`config.mk`:
```
export PLATFORM = sky130hd
export DESIGN_NAME = hmml_ctrl
export DESIGN_NICKNAME = d
export VERILOG_FILES = /design/src/rtl/assert_macros.svh /design/src/rtl/hmml_pkg.sv /design/src/rtl/hmml_ctrl.sv
export SDC_FILE = /design/constraint.sdc
export NUM_CORES = 1
export LEC_CHECK = 0
export BUFFER_PORTS_ARGS = -buffer_cell sky130_fd_sc_hd__buf_2
export CORE_MARGIN = 1.5
export CORE_UTILIZATION = 25
export CTS_BUF_LIST = sky130_fd_sc_hd__clkbuf_8
export CTS_CLUSTER_DIAMETER = 150
export CTS_CLUSTER_SIZE = 40
export DETAILED_ROUTE_END_ITERATION = 8
export GPL_TIMING_DRIVEN = 0
export PLACE_DENSITY = 0.6
export SETUP_SLACK_MARGIN = 0.15
export SYNTH_ARGS = -nofsm -noshare
export SYNTH_HDL_FRONTEND = slang
export SYNTH_SLANG_ARGS = --single-unit
```
`constraint.sdc`:
```
create_clock -name clk -period 1.4 [get_ports clk]
set_input_delay 0.21 -clock clk [delete_from_list [all_inputs] [get_ports clk]]
set_output_delay 0.21 -clock clk [all_outputs]
set_load 0.02 [all_outputs]
```
`src/rtl/assert_macros.svh`:
```
// assertion macros for the rtl files, included by the top level
// no dependencies; include with the bare file name
`ifndef ASSERT_MACROS_SVH
`define ASSERT_MACROS_SVH

// same-cycle implication, held off during reset
`define HMML_ASSERT_IMPL(label, clk, rst_n, ante, cons) \
  label: assert property (@(posedge clk) disable iff (!rst_n) (ante) |-> (cons)) \
    else $error("hmml assertion failed");

// next-cycle implication, held off during reset
`define HMML_ASSERT_NEXT(label, clk, rst_n, ante, cons) \
  label: assert property (@(posedge clk) disable iff (!rst_n) (ante) |=> (cons)) \
    else $error("hmml assertion failed");

`endif

```
`src/rtl/hmml_pkg.sv`:
```
// types and constants of the hourly min/max/mean logger
// no dependencies; used by every rtl module of the block but hmml_ram
`default_nettype none

package hmml_pkg;

  localparam logic [31:0] HOUR_SECONDS = 32'd3600;
  localparam logic [31:0] TWO_HOURS    = 32'd7200;
  localparam logic [15:0] SAMPLE_LIMIT = 16'hFFFF;

  // configuration register indexes
  localparam int          CFG_IDX_W        = 1;
  localparam logic [0:0]  CFG_MIN_SENTINEL = 1'b0;
  localparam logic [0:0]  CFG_MAX_SENTINEL = 1'b1;

  localparam logic signed [15:0] MIN_SENTINEL_RST = 16'sd9990;
  localparam logic signed [15:0] MAX_SENTINEL_RST = -16'sd9990;

  // func codes
  localparam logic FUNC_ADD  = 1'b0;
  localparam logic FUNC_READ = 1'b1;

  typedef struct packed {
    logic               func;
    logic [31:0]        hour_tag;
    logic signed [15:0] temp_tenths;
    logic [9:0]         read_slot;
  } in_word_t;

  typedef struct packed {
    logic               hour_closed;
    logic signed [15:0] out_min;
    logic signed [15:0] out_max;
    logic signed [15:0] out_avg;
    logic               entry_valid;
    logic [10:0]        held_count;
    logic [9:0]         oldest_slot;
    logic [31:0]        latest_hour_time;
    logic [15:0]        open_samples;
  } out_word_t;

  typedef struct packed {
    logic signed [15:0] mn;
    logic signed [15:0] mx;
    logic signed [15:0] avg;
  } ring_entry_t;

  // controller to datapath
  typedef struct packed {
    logic capture;
    logic rd_issue;
    logic rd_take;
    logic div_start;
    logic div_step;
    logic push_first;
    logic push_fill;
    logic update;
    logic load_out;
  } ctrl_cmd_t;

  // datapath to controller
  typedef struct packed {
    logic is_read;
    logic closes;
    logic div_last;
    logic fill_more;
  } dp_stat_t;

endpackage

`default_nettype wire

```
`src/rtl/hmml_ctrl.sv`:
```
// controller state machine: sequences accept, read, divide, ring fill, update and output
// depends on hmml_pkg
`default_nettype none

module hmml_ctrl (
  input  wire logic                clk,
  input  wire logic                rst_n,
  input  wire logic                in_valid,
  output logic                     in_stall,
  output logic                     out_valid,
  input  wire logic                out_stall,
  input  wire hmml_pkg::dp_stat_t  stat,
  output hmml_pkg::ctrl_cmd_t      cmd
);

  localparam logic [2:0] S_IDLE  = 3'd0;
  localparam logic [2:0] S_EVAL  = 3'd1;
  localparam logic [2:0] S_RDDAT = 3'd2;
  localparam logic [2:0] S_DIV   = 3'd3;
  localparam logic [2:0] S_PUSH  = 3'd4;
  localparam logic [2:0] S_FILL  = 3'd5;
  localparam logic [2:0] S_UPD   = 3'd6;
  localparam logic [2:0] S_OUT   = 3'd7;

  logic [2:0] state_r, state_nxt;
  logic       out_valid_r, out_valid_nxt;
  logic       out_free;

  assign in_stall  = (state_r != S_IDLE);
  assign out_valid = out_valid_r;
  assign out_free  = !out_valid_r || !out_stall;

  always_comb begin
    state_nxt = state_r;
    cmd       = '0;
    case (state_r)
      S_IDLE: begin
        if (in_valid) begin
          cmd.capture = 1'b1;
          state_nxt   = S_EVAL;
        end
      end
      S_EVAL: begin
        if (stat.is_read) begin
          cmd.rd_issue = 1'b1;
          state_nxt    = S_RDDAT;
        end else if (stat.closes) begin
          cmd.div_start = 1'b1;
          state_nxt     = S_DIV;
        end else begin
          state_nxt = S_UPD;
        end
      end
      S_RDDAT: begin
        cmd.rd_take = 1'b1;
        state_nxt   = S_OUT;
      end
      S_DIV: begin
        cmd.div_step = 1'b1;
        if (stat.div_last) begin
          state_nxt = S_PUSH;
        end
      end
      S_PUSH: begin
        cmd.push_first = 1'b1;
        state_nxt      = S_FILL;
      end
      S_FILL: begin
        if (stat.fill_more) begin
          cmd.push_fill = 1'b1;
        end else begin
          state_nxt = S_UPD;
        end
      end
      S_UPD: begin
        cmd.update = 1'b1;
        state_nxt  = S_OUT;
      end
      S_OUT: begin
        if (out_free) begin
          cmd.load_out = 1'b1;
          state_nxt    = S_IDLE;
        end
      end
      default: begin
        state_nxt = S_IDLE;
      end
    endcase
  end

  always_comb begin
    out_valid_nxt = out_valid_r;
    if (cmd.load_out) begin
      out_valid_nxt = 1'b1;
    end else if (!out_stall) begin
      out_valid_nxt = 1'b0;
    end
  end

  always_ff @(posedge clk) begin
    if (!rst_n) begin
      state_r     <= S_IDLE;
      out_valid_r <= 1'b0;
    end else begin
      state_r     <= state_nxt;
      out_valid_r <= out_valid_nxt;
    end
  end

endmodule

`default_nettype wire

```
# [Word level (Yosys, flattened, before mapping)]
# Index checks and enable logic that the tools add are counted.
[totals] ff_bits=4 input_bits=8 word_cells=45
[op_classes] eq_ne=12 n_mux=24 n_reduce_logical=7
[op_table] operator="case mux 3 bit (7 select lines)" count=1
[op_table] operator="2-to-1 mux 3 bit" count=6
[op_table] operator="2-to-1 mux 1 bit" count=17
[op_table] operator="equality test 3 bit, second input constant" count=4
[op_table] operator="!= test 2 bit, second input constant" count=4
[op_table] operator="equality test 3 x 2 -> 1 bit, second input constant" count=2
[op_table] operator="AND reduction 4 bit" count=1
[op_table] operator="equality test 3 x 1 -> 1 bit, second input constant" count=1
[op_table] operator="zero test 3 bit" count=1
[op_table] operator="nonzero test 3 bit" count=1
[op_table] operator="zero test 1 bit" count=2
[op_table] operator="!= test 2 x 1 -> 1 bit, second input constant" count=1
[op_table] operator="OR reduction 2 bit" count=1
[op_table] operator="logical OR 1 bit" count=1

# [Logic depth before layout (Yosys ltp)]
# Gate-level depths: netlist of run 1.
[depth] depth_word=5 depth_mapped=4 ltp_nobuf=3

# [Worst setup path before layout of run 1]
# OpenSTA, ideal clock, no wires.
[synth_path] kind="flip-flop to output port" startpoint="register state_r[1]" endpoint="output cmd[6] in the netlist's numbering" arrival_time_ps=1068 required_ps=1190 setup_slack_ps=122 stages_incl_launch_ff=3 path_buffers=1 path_cell_list="dfxtp_1 buf_4 nor3b_1"
[synth_rtl] element="start, declared" line="hmml_ctrl.sv:25" source="logic [2:0] state_r, state_nxt;"
[synth_rtl] element="start signal, assigned" line="hmml_ctrl.sv:105" source="state_r <= state_nxt;"
[synth_rtl] element="end, declared" line="hmml_ctrl.sv:13" source="output hmml_pkg::ctrl_cmd_t cmd"

==> qor.txt, run 1 <==
Status: finished clean
Worst Path Required: 1.19 ns
CTS root buf: clkbuf_8
Via/cell ratio: 4.897
Area contributors post-synth: dfxtp_1 23%, buf_4 8.5%, nor3b_1 6.3%, and3b_2 5.6%, a311oi_2 4.2%
Fin. max-slew vios: 0
Min-delay src: rst_n
Setup violators final: 0
Core Area: 1318 sq um
Crit path max fanout: 4
Crit path time final: 1.385 ns
Row Count: 13
R2r worst-path depth: 4
Initial Util: 0.2697
Cts bufs inserted: 3
Post-synth net total: 48
Hold depth: 3
Die area: 1656 sq um
R2R Path Start: state_r[0]
Worst setup SP type: flip-flop
Avg Inst Size Synth: 8.884 sq um
FF+latch count, synth: 4
Peak supply drop: 0.8682 mV
Drt wl/cell: 12.93 microns
Max Clk Rate: 0.7220 GHz
Crit. Startpoint: state_r[1]
Top Ports: 19
Final hold vios: 0
Synth Warn #: 0
RSZ-0062 raised after global routing: yes
# placed instances: 73
Hold/Removal Path Class: in -> reg
H-tree depth: 1
Horiz. Die Dim: 40.70 microns
Global Route Usage Sum: 0.1363
Area grow syn2layout: 99.65%
Final period util: 0.9893
Clock Skew: 0.003283 ns
Fillcell total: 116
GP Congestion: 0.7147
Lkg Pwr: 0.3288 nW
Area leader, netlist: dfxtp_1
Worst Path Arrival: 1.18 ns
Final WL: 1.125 mm
Post-synthesis cell type count: 27
WHS Endpoint: state_r[1]
Worst Max-Slew Pin Slew: 0.4062 ns
Seq/Total Area, Yosys: 0.2254
CP endpoint kind: output port
Initial DRT Pass Iterations: 4
1st-iter DRT viols: 2
Post-Syn Area: 355.3 sq um
Post-synth EDFFs: 0
Skew-Pair Late Insertion Delay: 0.22 ns
Nets: 82
CTS tree: built
Worst reg2reg endpoint: state_r[2]
Cells after Synth: 40
N_diodes: 0
FF-to-FF setup slack: 0.19 ns
Max Root-Sink Buffers: 2
Commonest non-fill, non-tap cell in the layout: buf_4
DRC viols: 0
Layout Utilization: 0.5385
Most frequent cells in the layout: 13 x buf_4, 11 x buf_6, 9 x buf_2
DIE HEIGHT: 40.70 microns
Clock Sinks: 4
Via count: 426
Clock slew at reported path FFs: 0.03 ns
Port-buffer cells: 18
Antenna-violating nets left: 0
Number of global-route vias before repair: 319
Fin cells: 87
Area share of the largest cell type after synthesis: 0.2254
Detailed placer's ending HPWL: 603.5 microns
Largest net degree at the start of global routing: 9
Total grt overflow: 0
Share of layout cells above drive strength 1: 0.7778
Rel. slew slack: 0.7276
Initial antenna violation count: 0
PD cells: 1151 nW/um^2
Ys async rst share: 0
Global-route wire length before repair: 1.421 mm
Ys flop type: dfxtp_1
Reg area: 91.34 sq um
Critical path class: reg -> out
Max Cap Viol: 0
Area of the multi-input gates: 287.8 sq um
-- flip-flops by register name, summed over array words and instances, names as in the netlist --
register   flops
out_valid      1
state_r        3
-- cell type report --
| type | instances | share of cell area |
|---|---|---|
| Timing Repair Buffer | 29 | 0.3175 |
| Multi-Input combinational cell | 31 | 0.4056 |
| Tap cell | 15 | 0.02646 |
| Clock buffer | 3 | 0.05820 |
| Buffer | 4 | 0.05820 |
| Sequential cell | 4 | 0.1287 |
| Inverter | 1 | 0.005291 |
-- stage by stage --
step / area, sq um / setup TNS (ns) / setup WS [ns] / power (mW) / hold slack [ns]
5_1_grt: 709.4 / -0.02136 / -0.02136 / 0.8579 / 0.2718
6_report: 709.4 / 0 / 0.01493 / 0.8165 / 0.2749
3_5_place_dp: 466.7 / 0 / 0.05324 / 0.4127 / 0.4952
3_3_place_gp: 466.7 / 0 / 0.04115 / 0.4133 / 0.4955
4_1_cts: 638.1 / 0 / 0.02064 / 0.7604 / 0.2621
2_1_floorplan: 357.8 / 0 / 0.1220 / 0.3434 / 0.3517
-- Yosys cell counts, types with 2 or more instances --
library cell / number
a31oi_1: 2
o21ai_1: 2
nor3b_1: 3
and3b_2: 2
nor2_1: 3
dfxtp_1: 4
buf_4: 4
-- repair_timing --
item,CTS,global route
hold buffers,0,0
endpoints found under the setup margin,10,10
gates resized for setup,25,10
pin swaps,2,4
buffers inserted,7,4
gates cloned,0,0
-- critical path, stage by stage, from the launching register on --
cell,delay [ns]
dfxtp_4,0.34
or3_4,0.41
nor2_4,0.09
buf_6,0.12
-- metal layers --
| metal | vias to the layer above | wire length [microns] | track usage |
|---|---|---|---|
| met1 | 203 | 428 | 0.1494 |
| met4 | 0 | 0 | 0.02500 |
| li1 | 213 | - | - |
| met3 | 0 | 53 | 0.06522 |
| met5 | - | 0 | 0 |
| met2 | 10 | 643 | 0.2381 |
-- cells by family (layout without fill, tap and decap cells) --
group           after synthesis  in the layout  share of synthesized area
buf+inv                       5             37                    0.09506
flops                         4              4                     0.2254
simple gates                 22             22                     0.4753
compound gates                9              9                     0.2042
-- report_power, final --
| part | internal, mW | switching, mW |
|---|---|---|
| clock | 0.183 | 0.0608 |
| combinational | 0.215 | 0.197 |
| sequential | 0.138 | 0.0226 |
| total | 0.536 | 0.281 |
-- worst max path at each step --
stage	end	cells after the start	slack, ns
floorplan	cmd[6]	2	0.12
global placement	cmd[0]	5	0.04
detailed placement	cmd[0]	5	0.05
CTS	cmd[8]	3	0.02
global route	cmd[8]	3	-0.02
finish	cmd[8]	3	0.01
Note: power is estimated with default switching activity, not from simulation.
==> run 2: changes to the inputs <==
Clock period 1.4 ns to 1.47 ns, I/O delays scaled along.
==> run 2 against run 1 <==
  * Setup slack improved by 0.065 ns
  * Final cell count unchanged
  * Die area unchanged
  * Count of clock-buffer cells in the layout unchanged
  * Clock power decreased by 5%
  * Non-clock buffer count unchanged
  * Register-to-register slack improved by 0.12 ns
  * Total power decreased by 5.9%
  * Sequential power decreased by 4%
  * Cell area decreased by 0.71%
==> qor.txt, run 2 (synthesized netlist as in run 1, its figures left out) <==
Via/cell ratio: 4.793
N_diodes: 0
Logic gate share of total power: 0.497
Crit path max fanout: 3
Hold Worst Slack: 0.2897 ns
Lkg Pwr: 0.3286 nW
Number of global-route vias before repair: 349
Clock slew at reported path FFs: 0.03 ns
Port-buffer cells: 18
Max Cap Viol: 0
Net Switching: 0.2635 mW
Final WL: 1.077 mm
Worst Path Arrival: 1.17 ns
Share of layout cells above drive strength 1: 0.7778
Worst setup SP type: flip-flop
H-tree depth: 1
Design Power: 0.7683 mW
Clock Skew: 0.004744 ns
DIE HEIGHT: 40.70 microns
Sw Share: 0.3430
Max Clk Rate: 0.7194 GHz
Row Count: 13
TNS Setup: 0 ns
CP endpoint kind: output port
Global Route Usage Sum: 0.1443
DRC viols: 0
Hold/Removal Path Class: in -> reg
GP Congestion: 0.7234
Critical path class: reg -> out
Max reg flops: 3
Status: finished clean
Crit path time final: 1.390 ns
Largest Register: state_r
Global-route wire length before repair: 1.483 mm
Most frequent cells in the layout: 11 x buf_6, 11 x buf_4, 11 x buf_2
Horiz. Die Dim: 40.70 microns
Peak supply drop: 0.7290 mV
Setup violators final: 0
Rel. slew slack: 0.7703
Drt wl/cell: 12.38 microns
Nets: 82
Largest net degree at the start of global routing: 9
Skew-Pair Late Insertion Delay: 0.22 ns
Sequential power share: 0.201
Total grt overflow: 0
Clock Sinks: 4
Post-CTS Hold Buffers: 0
Core Area: 1318 sq um
Initial antenna violation count: 0
1st-iter DRT viols: 6
Clock power share: 0.302
Final hold vios: 0
Area grow syn2layout: 98.24%
Die area: 1656 sq um
CTS root buf: clkbuf_8
Initial DRT Pass Iterations: 4
Fin. max-slew vios: 0
Worst Path Required: 1.25 ns
PD cells: 1091 nW/um^2
CTS tree: built
Worst Max-Slew Pin Slew: 0.3424 ns
Antenna-violating nets left: 0
Final period util: 0.9456
RSZ-0062 raised after global routing: yes
Via count: 417
Max Root-Sink Buffers: 2
Top Ports: 19
Initial Util: 0.2697
P_int: 0.5048 mW
Cts bufs inserted: 3
==> run 2: cell count changes in the layout (fill, tap and decap cells not counted) <==
cell,change
buf_4,-2
buf_2,+2
==> run 2: per-stage QoR <==
stage                       util  worst slack [ns]  std cells  instance area, sq um
final                     0.5347           0.08004         87                 704.4
after global routing      0.5347           0.05506         87                 704.4
after CTS                 0.4853           0.05926         84                 639.4
after detailed placement  0.3523           0.09602         73                 464.2
after global placement    0.3523           0.09725         73                 464.2
after floorplan                -            0.1815         40                 355.3
==> run 2: cell type report <==
cell class                 instances  area (sq um)
fill                             129         613.1
buffer                             4         41.29
clock buffer                       3         41.29
tap                               15         18.77
timing repair buffer              29         220.2
inverter                           1         3.754
multi-input combinational         31         287.8
sequential                         4         91.34
==> run 2: path summary, 6_finish.rpt <==
path	start	endpoint	slack, ns	cells past startpoint
min reg2reg	out_valid	out_valid	0.51	2
max reg2reg	state_r[1]	state_r[2]	0.31	4
max	state_r[2]	cmd[8]	0.08	3
min	rst_n	state_r[0]	0.29	3
==> run 2: what timing repair did <==
action / CTS / global route
gates cloned: 1 / 0
buffers inserted: 7 / 3
pin swaps: 3 / 4
resized for setup: 25 / 10
setup endpoints to repair: 10 / 10
==> run 2: critical path: stages (launching register included) <==
cell,delay (ns)
dfxtp_4,0.34
or3_4,0.41
nor2_4,0.09
buf_6,0.11
==> run 2: power groups by stage <==
stage	Sequential (mW)	Combinational (mW)	Clock [mW]
after floorplan	0.142	0.183	0
after global placement	0.149	0.242	0
after detailed placement	0.148	0.244	0
after CTS	0.151	0.339	0.240
after global routing	0.156	0.411	0.247
final	0.154	0.382	0.232
==> run 2: metal layers <==
| metal | wire length [microns] | share of wire | track usage |
|---|---|---|---|
| met5 | 0 | 0 | 0 |
| met4 | 10 | 0.0093 | 0.07500 |
| met3 | 50 | 0.046 | 0.06522 |
| met2 | 593 | 0.55 | 0.2460 |
| met1 | 422 | 0.39 | 0.1466 |
